### src/rtl/core/tcon_pkg.sv
package tcon_pkg;

  localparam int COLS_DEF    = 70;
  localparam int ROWS_DEF    = 22;
  localparam int HISTORY_DEF = 200;

  localparam logic [1:0] OP_PUT   = 2'd0;
  localparam logic [1:0] OP_READ  = 2'd1;
  localparam logic [1:0] OP_CLEAR = 2'd2;

  localparam logic [7:0] CH_LF  = 8'd10;
  localparam logic [7:0] CH_CR  = 8'd13;
  localparam logic [7:0] CH_BS  = 8'd8;
  localparam logic [7:0] CH_TAB = 8'd9;
  localparam logic [7:0] CH_SP  = 8'd32;
  localparam logic [7:0] ATTR_BLANK = 8'd7;
  localparam logic [15:0] BLANK_CELL = {ATTR_BLANK, CH_SP};

  typedef struct packed {
    logic [1:0] operation;
    logic [7:0] char_code;
    logic [7:0] attribute;
    logic [4:0] row;
    logic [6:0] column;
    logic [7:0] view_back;
  } item_t;

endpackage

### src/rtl/core/tcon_queue.sv
module tcon_queue
  import tcon_pkg::*;
(
  input  logic  clk,
  input  logic  rst,
  input  logic  in_valid,
  output logic  in_stall,
  input  item_t in_item,
  output logic  out_valid,
  input  logic  out_take,
  output item_t out_item
);

  item_t      mem [2];
  logic       wp;
  logic       rp;
  logic [1:0] cnt;

  logic push;
  logic pop;

  assign in_stall  = (cnt == 2'd2);
  assign out_valid = (cnt != 2'd0);
  assign push      = in_valid && !in_stall;
  assign pop       = out_valid && out_take;
  assign out_item  = mem[rp];

  always_ff @(posedge clk) begin
    if (push) begin
      mem[wp] <= in_item;
    end
    if (rst) begin
      wp  <= 1'b0;
      rp  <= 1'b0;
      cnt <= 2'd0;
    end else begin
      if (push) begin
        wp <= !wp;
      end
      if (pop) begin
        rp <= !rp;
      end
      cnt <= cnt + {1'b0, push} - {1'b0, pop};
    end
  end

endmodule

### config.mk
export PLATFORM = sky130hd
export DESIGN_NAME = tcon_queue
export DESIGN_NICKNAME = d
export VERILOG_FILES = /design/src/rtl/core/tcon_pkg.sv /design/src/rtl/core/tcon_queue.sv
export SDC_FILE = /design/constraint.sdc
export NUM_CORES = 1
export LEC_CHECK = 0
export BUFFER_PORTS_ARGS = -buffer_cell sky130_fd_sc_hd__buf_4
export CAP_MARGIN = 30
export CORE_MARGIN = 8
export CORE_UTILIZATION = 45
export DETAILED_ROUTE_END_ITERATION = 7
export PLACE_DENSITY = 0.81
export SKIP_LAST_GASP = 1
export SLEW_MARGIN = 10
export SYNTH_ARGS = -nofsm -noshare
export SYNTH_HDL_FRONTEND = slang
export SYNTH_SLANG_ARGS = --single-unit
export TNS_END_PERCENT = 50
### constraint.sdc
create_clock -name clk -period 2.5 [get_ports clk]
set_input_delay 0.25 -clock clk [delete_from_list [all_inputs] [get_ports clk]]
set_output_delay 0.25 -clock clk [all_outputs]
set_load 0.1 [all_outputs]
==> impl_metrics.ini, run 1 <==
[grt]
busiest_layer = met2
grt_max_degree = 27
grt_pass1_vias = 1724
met2_usage_pct = 18.9
grt_pass1_wl_um = 8760
overflow = 0
track_usage_pct = 11.8
use_met3_pct = 5.48
antenna_found_initial = 0
use_met1_pct = 13.6

[placed_design]
port_buffers = 81
post-dp-hpwl_um = 3950
finalWeightedCongestion = 0.678
placed_area_um2 = 3700

[clock_tree]
cts_resized = 0
htreeDepth = 3
postCtsSetupRepairBufs = 0
postCtsHoldBufs = 0
clkSinkCount = 81
clockBufferDepth = 2
cts_buffers = 9
clockRootBuffer = clkbuf_8
cts_tree = built
path_clk_slew_ns = 0.08
worst_skew_pair.late_latency_ns = 0.33

[synth]
synth.largest_area_cell = edfxtp_1
syn_area_um2 = 2980
postSynthCellCount = 144
synth_top_area_share_pct = 76.6
synth_top_cells_by_area = edfxtp_1 (77%), mux2_1 (14%), dfxtp_1 (3.4%)
synth_nets = 188
yosysWarnings = 0
syn_area_per_cell_um2 = 20.7
ys_seq_area_share_pct = 80.0
ys_seq_elements = 81
synth_cell_types = 20

[worst_setup_path]
slowest_stage = mux2_1
crit_path_start_kind = register
critPathRequiredTime_ns = 2.25
slowest_delay_ns = 0.38
crit_type = reg2out
crit_path_end_kind = output pin
cp_common_cell = buf_4
arrival_ns = 1.55
cp_cell_sequence = buf_4 -> mux2_1 -> buf_4
path_max_fanout = 19
reg2reg_from = cnt[0]

[floorplanning]
initial_core_util_pct = 46.6
die_area_um2 = 9480
num_rows = 29
design.core.area_um2 = 6390
die_w_um = 97.3
chipHeight_um = 97.3
io_pins = 82

[finish]
postLayoutCellArea_um2 = 3900
nFillCells = 479
antenna_cells = 0
fin_nets = 281
drive_above_1_share_pct = 42.6
area_growth_pct = 31.1

[power_and_ir_drop]
leakage_nw = 1.50
ir_drop_uv = 913
powerDensity_nw_per_um2 = 1290

[routing]
ant_nets = 0
viasPerCell = 4.83
drt-total-wl_um = 5500
routedWlPerCell_um = 17.2
drt_first_iter_violations = 40
vias = 1541
firstDrtPassIters = 4
remaining_drc_errors = 0

[run_status]
outcome = finished, final reports clean

[timing]
maxSlewViolCount = 0
final_hold_viol_count = 0
fin_skew_ns = 0.00790
slew_headroom_pct = 75.3
fin_tns_setup_ns = 0
grt_setup_unrepaired = no
fin_crit_ns = 1.80
fin_crit_sh_pct = 71.8
fmax_mhz = 557
finalSetupViolations = 0
worst_slew_pin_slew_ns = 0.371

[min_path]
hp-class = in2reg
worstHoldStart = in_item[36]

[job]
maxCapViolCount = 0
## per-layer routing
metal	vias up	routed length (um)
li1	735	-
met1	740	2410
met2	61	2650
met3	5	381
met4	0	59
met5	-	0
## Yosys cell counts (all sizes together)
| cell type | n |
|---|---|
| edfxtp | 76 |
| mux2 | 38 |
| dfxtp | 5 |
| buf | 4 |
| inv | 4 |
| nor2 | 3 |
| ha | 2 |
| xnor2 | 2 |
| a21oi | 1 |
| and3 | 1 |
| nand2 | 1 |
| nand2b | 1 |
| nor2b | 1 |
| o21a | 1 |
| o21ai | 1 |
| or2 | 1 |
| or3 | 1 |
| xor2 | 1 |
## area by class of cell
class	instances	area [um2]	share of cell area, %
clock buffer	12	135	3.46
inverter	4	15.0	0.385
timing repair buffer	86	658	16.9
sequential	81	2380	61.1
clock inverter	4	67.6	1.73
multi-input combinational	55	548	14.0
tap	77	96.3	2.47
## kinds of logic after synthesis
group | synth area share [%]
muxes | 14.4
adders and majority gates | 0.840
DFF | 80.0
xor gates and xnor gates | 0.883
and+or+nand+nor | 1.68
AOI/OAI and AO/OA | 0.630
buffers and inverters | 1.60
## per-stage QoR
stage	std cells	setup WS (ns)	power [mW]	utilization [%]	hold slack (ns)
floorplan	144	0.288	3.61	-	0.319
global placement	303	0.983	4.07	58.0	0.436
detailed placement	303	0.925	4.10	58.0	0.438
CTS	319	0.667	5.08	61.1	0.0777
global route	319	0.624	5.21	61.1	0.0700
finish	319	0.704	5.02	61.1	0.0959
## critical path: cells and delay by family (launching register included)
kind / cells / cell delay, ns
flip-flops: 1 / 0.32
multiplexers: 1 / 0.38
buffers and inverters: 2 / 0.51
## placed cells by master, fill, tap and decap left out, types with 2 or more instances in the layout
master	count
clkinv_1	2
bufinv_16	2
mux2_1	38
inv_1	3
buf_4	85
clkbuf_8	9
clkbuf_1	3
dfxtp_1	4
edfxtp_1	76
nor2_1	3
ha_1	2
xnor2_1	2
## flip-flops by register name, indices dropped and copies added, names as in the netlist, named ones only
name	cells
cnt	2
wp	1
mem	76
rp	1
## worst paths after layout
| check | end | slack, ns | depth (start not counted) |
|---|---|---|---|
| setup / recovery | out_item[8] | 0.70 | 3 |
| hold / removal | mem[1][36] | 0.1 | 1 |
| setup reg to reg | mem[0][13] | 0.93 | 5 |
| hold reg to reg | wp | 0.51 | 2 |
## power breakdown
| group | internal, mW | total (mW) | switching [mW] |
|---|---|---|---|
| sequential | 1.68 | 1.73 | 0.0456 |
| combinational | 0.505 | 2.32 | 1.81 |
| clock | 0.558 | 0.978 | 0.420 |
| total | 2.75 | 5.02 | 2.28 |
Note: power is estimated with default switching activity, not from simulation.
==> run 2, diff against run 1 <==
- ABC_AREA: not set -> 1
- clock period: 2.5 -> 1.7 ns (I/O delays scaled with it)
==> impl_metrics.ini, run 2 <==
[run_status]
outcome = finished, final reports clean

[grt]
antenna_found_initial = 0
grt_pass1_vias = 1817
track_usage_pct = 12.1
grt_pass1_wl_um = 8990
overflow = 0
grt_max_degree = 24

[worst_setup_path]
crit_path_start_kind = register
arrival_ns = 1.49
crit_path_end_kind = output pin
critPathRequiredTime_ns = 1.53
cp_cell_sequence = buf_12 -> mux2_2 -> buf_4
path_max_fanout = 15
crit_type = reg2out
slowest_stage = dfxtp_4
slowest_delay_ns = 0.41
reg2reg_from = cnt[0]

[floorplanning]
chipHeight_um = 98.6
design.core.area_um2 = 6720
die_w_um = 98.6
initial_core_util_pct = 45.7
die_area_um2 = 9730
io_pins = 82
num_rows = 30

[clock_tree]
worst_skew_pair.late_latency_ns = 0.34
cts_buffers = 9
clockBufferDepth = 2
clkSinkCount = 81
cts_tree = built
htreeDepth = 3
path_clk_slew_ns = 0.08
postCtsSetupRepairBufs = 0
clockRootBuffer = clkbuf_8

[synth]
syn_area_um2 = 3070
synth_top_cells_by_area = edfxtp_1 (74%), mux2_4 (9.8%), mux2_2 (6.6%)
synth.largest_area_cell = edfxtp_1
synth_nets = 200
synthTopCellsByCount = edfxtp_1 (76), mux2_4 (20), mux2_2 (18)
ys_seq_area_share_pct = 77.6
synthArstFlopShare_pct = 0
synth_cell_types = 12
synth-edff-count = 76
synth_top_area_share_pct = 74.3
postSynthCellCount = 156
ys_dominant_reg_cell = edfxtp_1
ys_seq_elements = 81
syn_area_per_cell_um2 = 19.7
yosysWarnings = 0
yosysMostFrequentCell = edfxtp_1

[timing]
hold_ws_ns = 0.0144
worst_slew_pin_slew_ns = 0.297
fin_crit_ns = 1.66
maxSlewViolCount = 0
grt_setup_unrepaired = yes
final_hold_viol_count = 0
fin_skew_ns = 0.00723
finalSetupViolations = 0
fin_crit_sh_pct = 97.5
fmax_mhz = 604
slew_headroom_pct = 80.2
fin_tns_setup_ns = 0

[power_and_ir_drop]
powerDensity_nw_per_um2 = 1800
internal_power_mw = 4.43
swShare_pct = 44.5
p_switching_mw = 3.54
p_seq_share_pct = 33.1
ir_drop_uv = 1270
clkPwrFrac_pct = 19.0
leakage_nw = 1.76
combPwrFrac_pct = 47.9

[routing]
vias = 1729
routedWlPerCell_um = 15.6
firstDrtPassIters = 4
remaining_drc_errors = 0
drt_first_iter_violations = 53
ant_nets = 0
viasPerCell = 4.66
drt-total-wl_um = 5790

[finish]
area_growth_pct = 44.3
layout_common_cells = buf_4 (84), edfxtp_1 (76), dlygate4sd3_1 (35)
drive_above_1_share_pct = 49.5
final_common_cell = buf_4
largest_register_ffs = 76
antenna_cells = 0
regMostFlops = mem
fin_nets = 330
reg.largest.list = mem x76, cnt x2

[job]
maxCapViolCount = 0

[min_path]
hp-class = in2reg
worstHoldStart = in_item[31]

[placed_design]
post-dp-hpwl_um = 3900
port_buffers = 81
finalWeightedCongestion = 0.641
run 2: worst paths after layout:
check / endpoint / slack, ns / depth (start not counted)
setup / recovery: out_item[10] / 0.04 / 3
hold / removal: mem[0][31] / 0.01 / 1
setup reg to reg: cnt[1] / 0.18 / 10
hold reg to reg: rp / 0.53 / 2
run 2: routing by layer:
layer / vias to the layer above / global-route usage, % / share of wire (%)
met5: - / 0 / 0
met4: 0 / 7.08 / 1.7
met3: 9 / 4.51 / 7.2
met2: 55 / 21.0 / 52
met1: 822 / 12.1 / 39
li1: 843 / - / -
run 2: cell families (layout without fill, tap and decap cells):
kind of cell | after synthesis | in the layout | share of synthesized area [%]
AND/OR/NAND/NOR | 20 | 20 | 2.57
AO/OA/AOI/OAI | 2 | 2 | 0.326
flip-flops | 81 | 81 | 77.6
multiplexers | 38 | 38 | 16.4
adder cells (fa/ha/maj) | 2 | 2 | 0.815
buffers and inverters | 13 | 148 | 2.36
run 2: area by class of cell:
class | count | area (um2)
well taps | 80 | 100
clock inverters | 3 | 67.6
repair buffers | 123 | 1070
inverters | 9 | 33.8
multi-input cells | 62 | 629
flip-flops and latches | 81 | 2390
clock buffers | 13 | 149
fillers | 491 | 2290
run 2: timing repair:
action	CTS	global route
setup endpoints to repair	8	13
hold buffers	33	2
endpoints found under the hold margin	59	4
resized for setup	0	4
cloned	0	1
run 2: stage by stage:
step | instance area (um2) | setup WS, ns | cells | utilization, % | total power [mW]
2_1_floorplan | 3080 | -0.0221 | 156 | - | 5.65
3_3_place_gp | 3830 | 0.229 | 319 | 57.0 | 6.35
3_5_place_dp | 3830 | 0.0863 | 319 | 57.0 | 6.42
4_1_cts | 4380 | -0.0185 | 368 | 65.2 | 7.98
5_1_grt | 4430 | -0.00667 | 371 | 66.0 | 8.25
6_report | 4430 | 0.0431 | 371 | 66.0 | 7.97
run 2: power by group through the flow:
stage | logic [mW] | registers, mW | clock network, mW
floorplan | 3.02 | 2.63 | 0
global placement | 3.71 | 2.64 | 0
detailed placement | 3.75 | 2.67 | 0
CTS | 3.81 | 2.62 | 1.54
global route | 3.97 | 2.66 | 1.62
finish | 3.82 | 2.64 | 1.51
run 2: worst max-delay path: cells and delay by family (launching register included):
family	cells	cell delay, ns
buf+inv	2	0.40
mux	1	0.34
flops	1	0.41
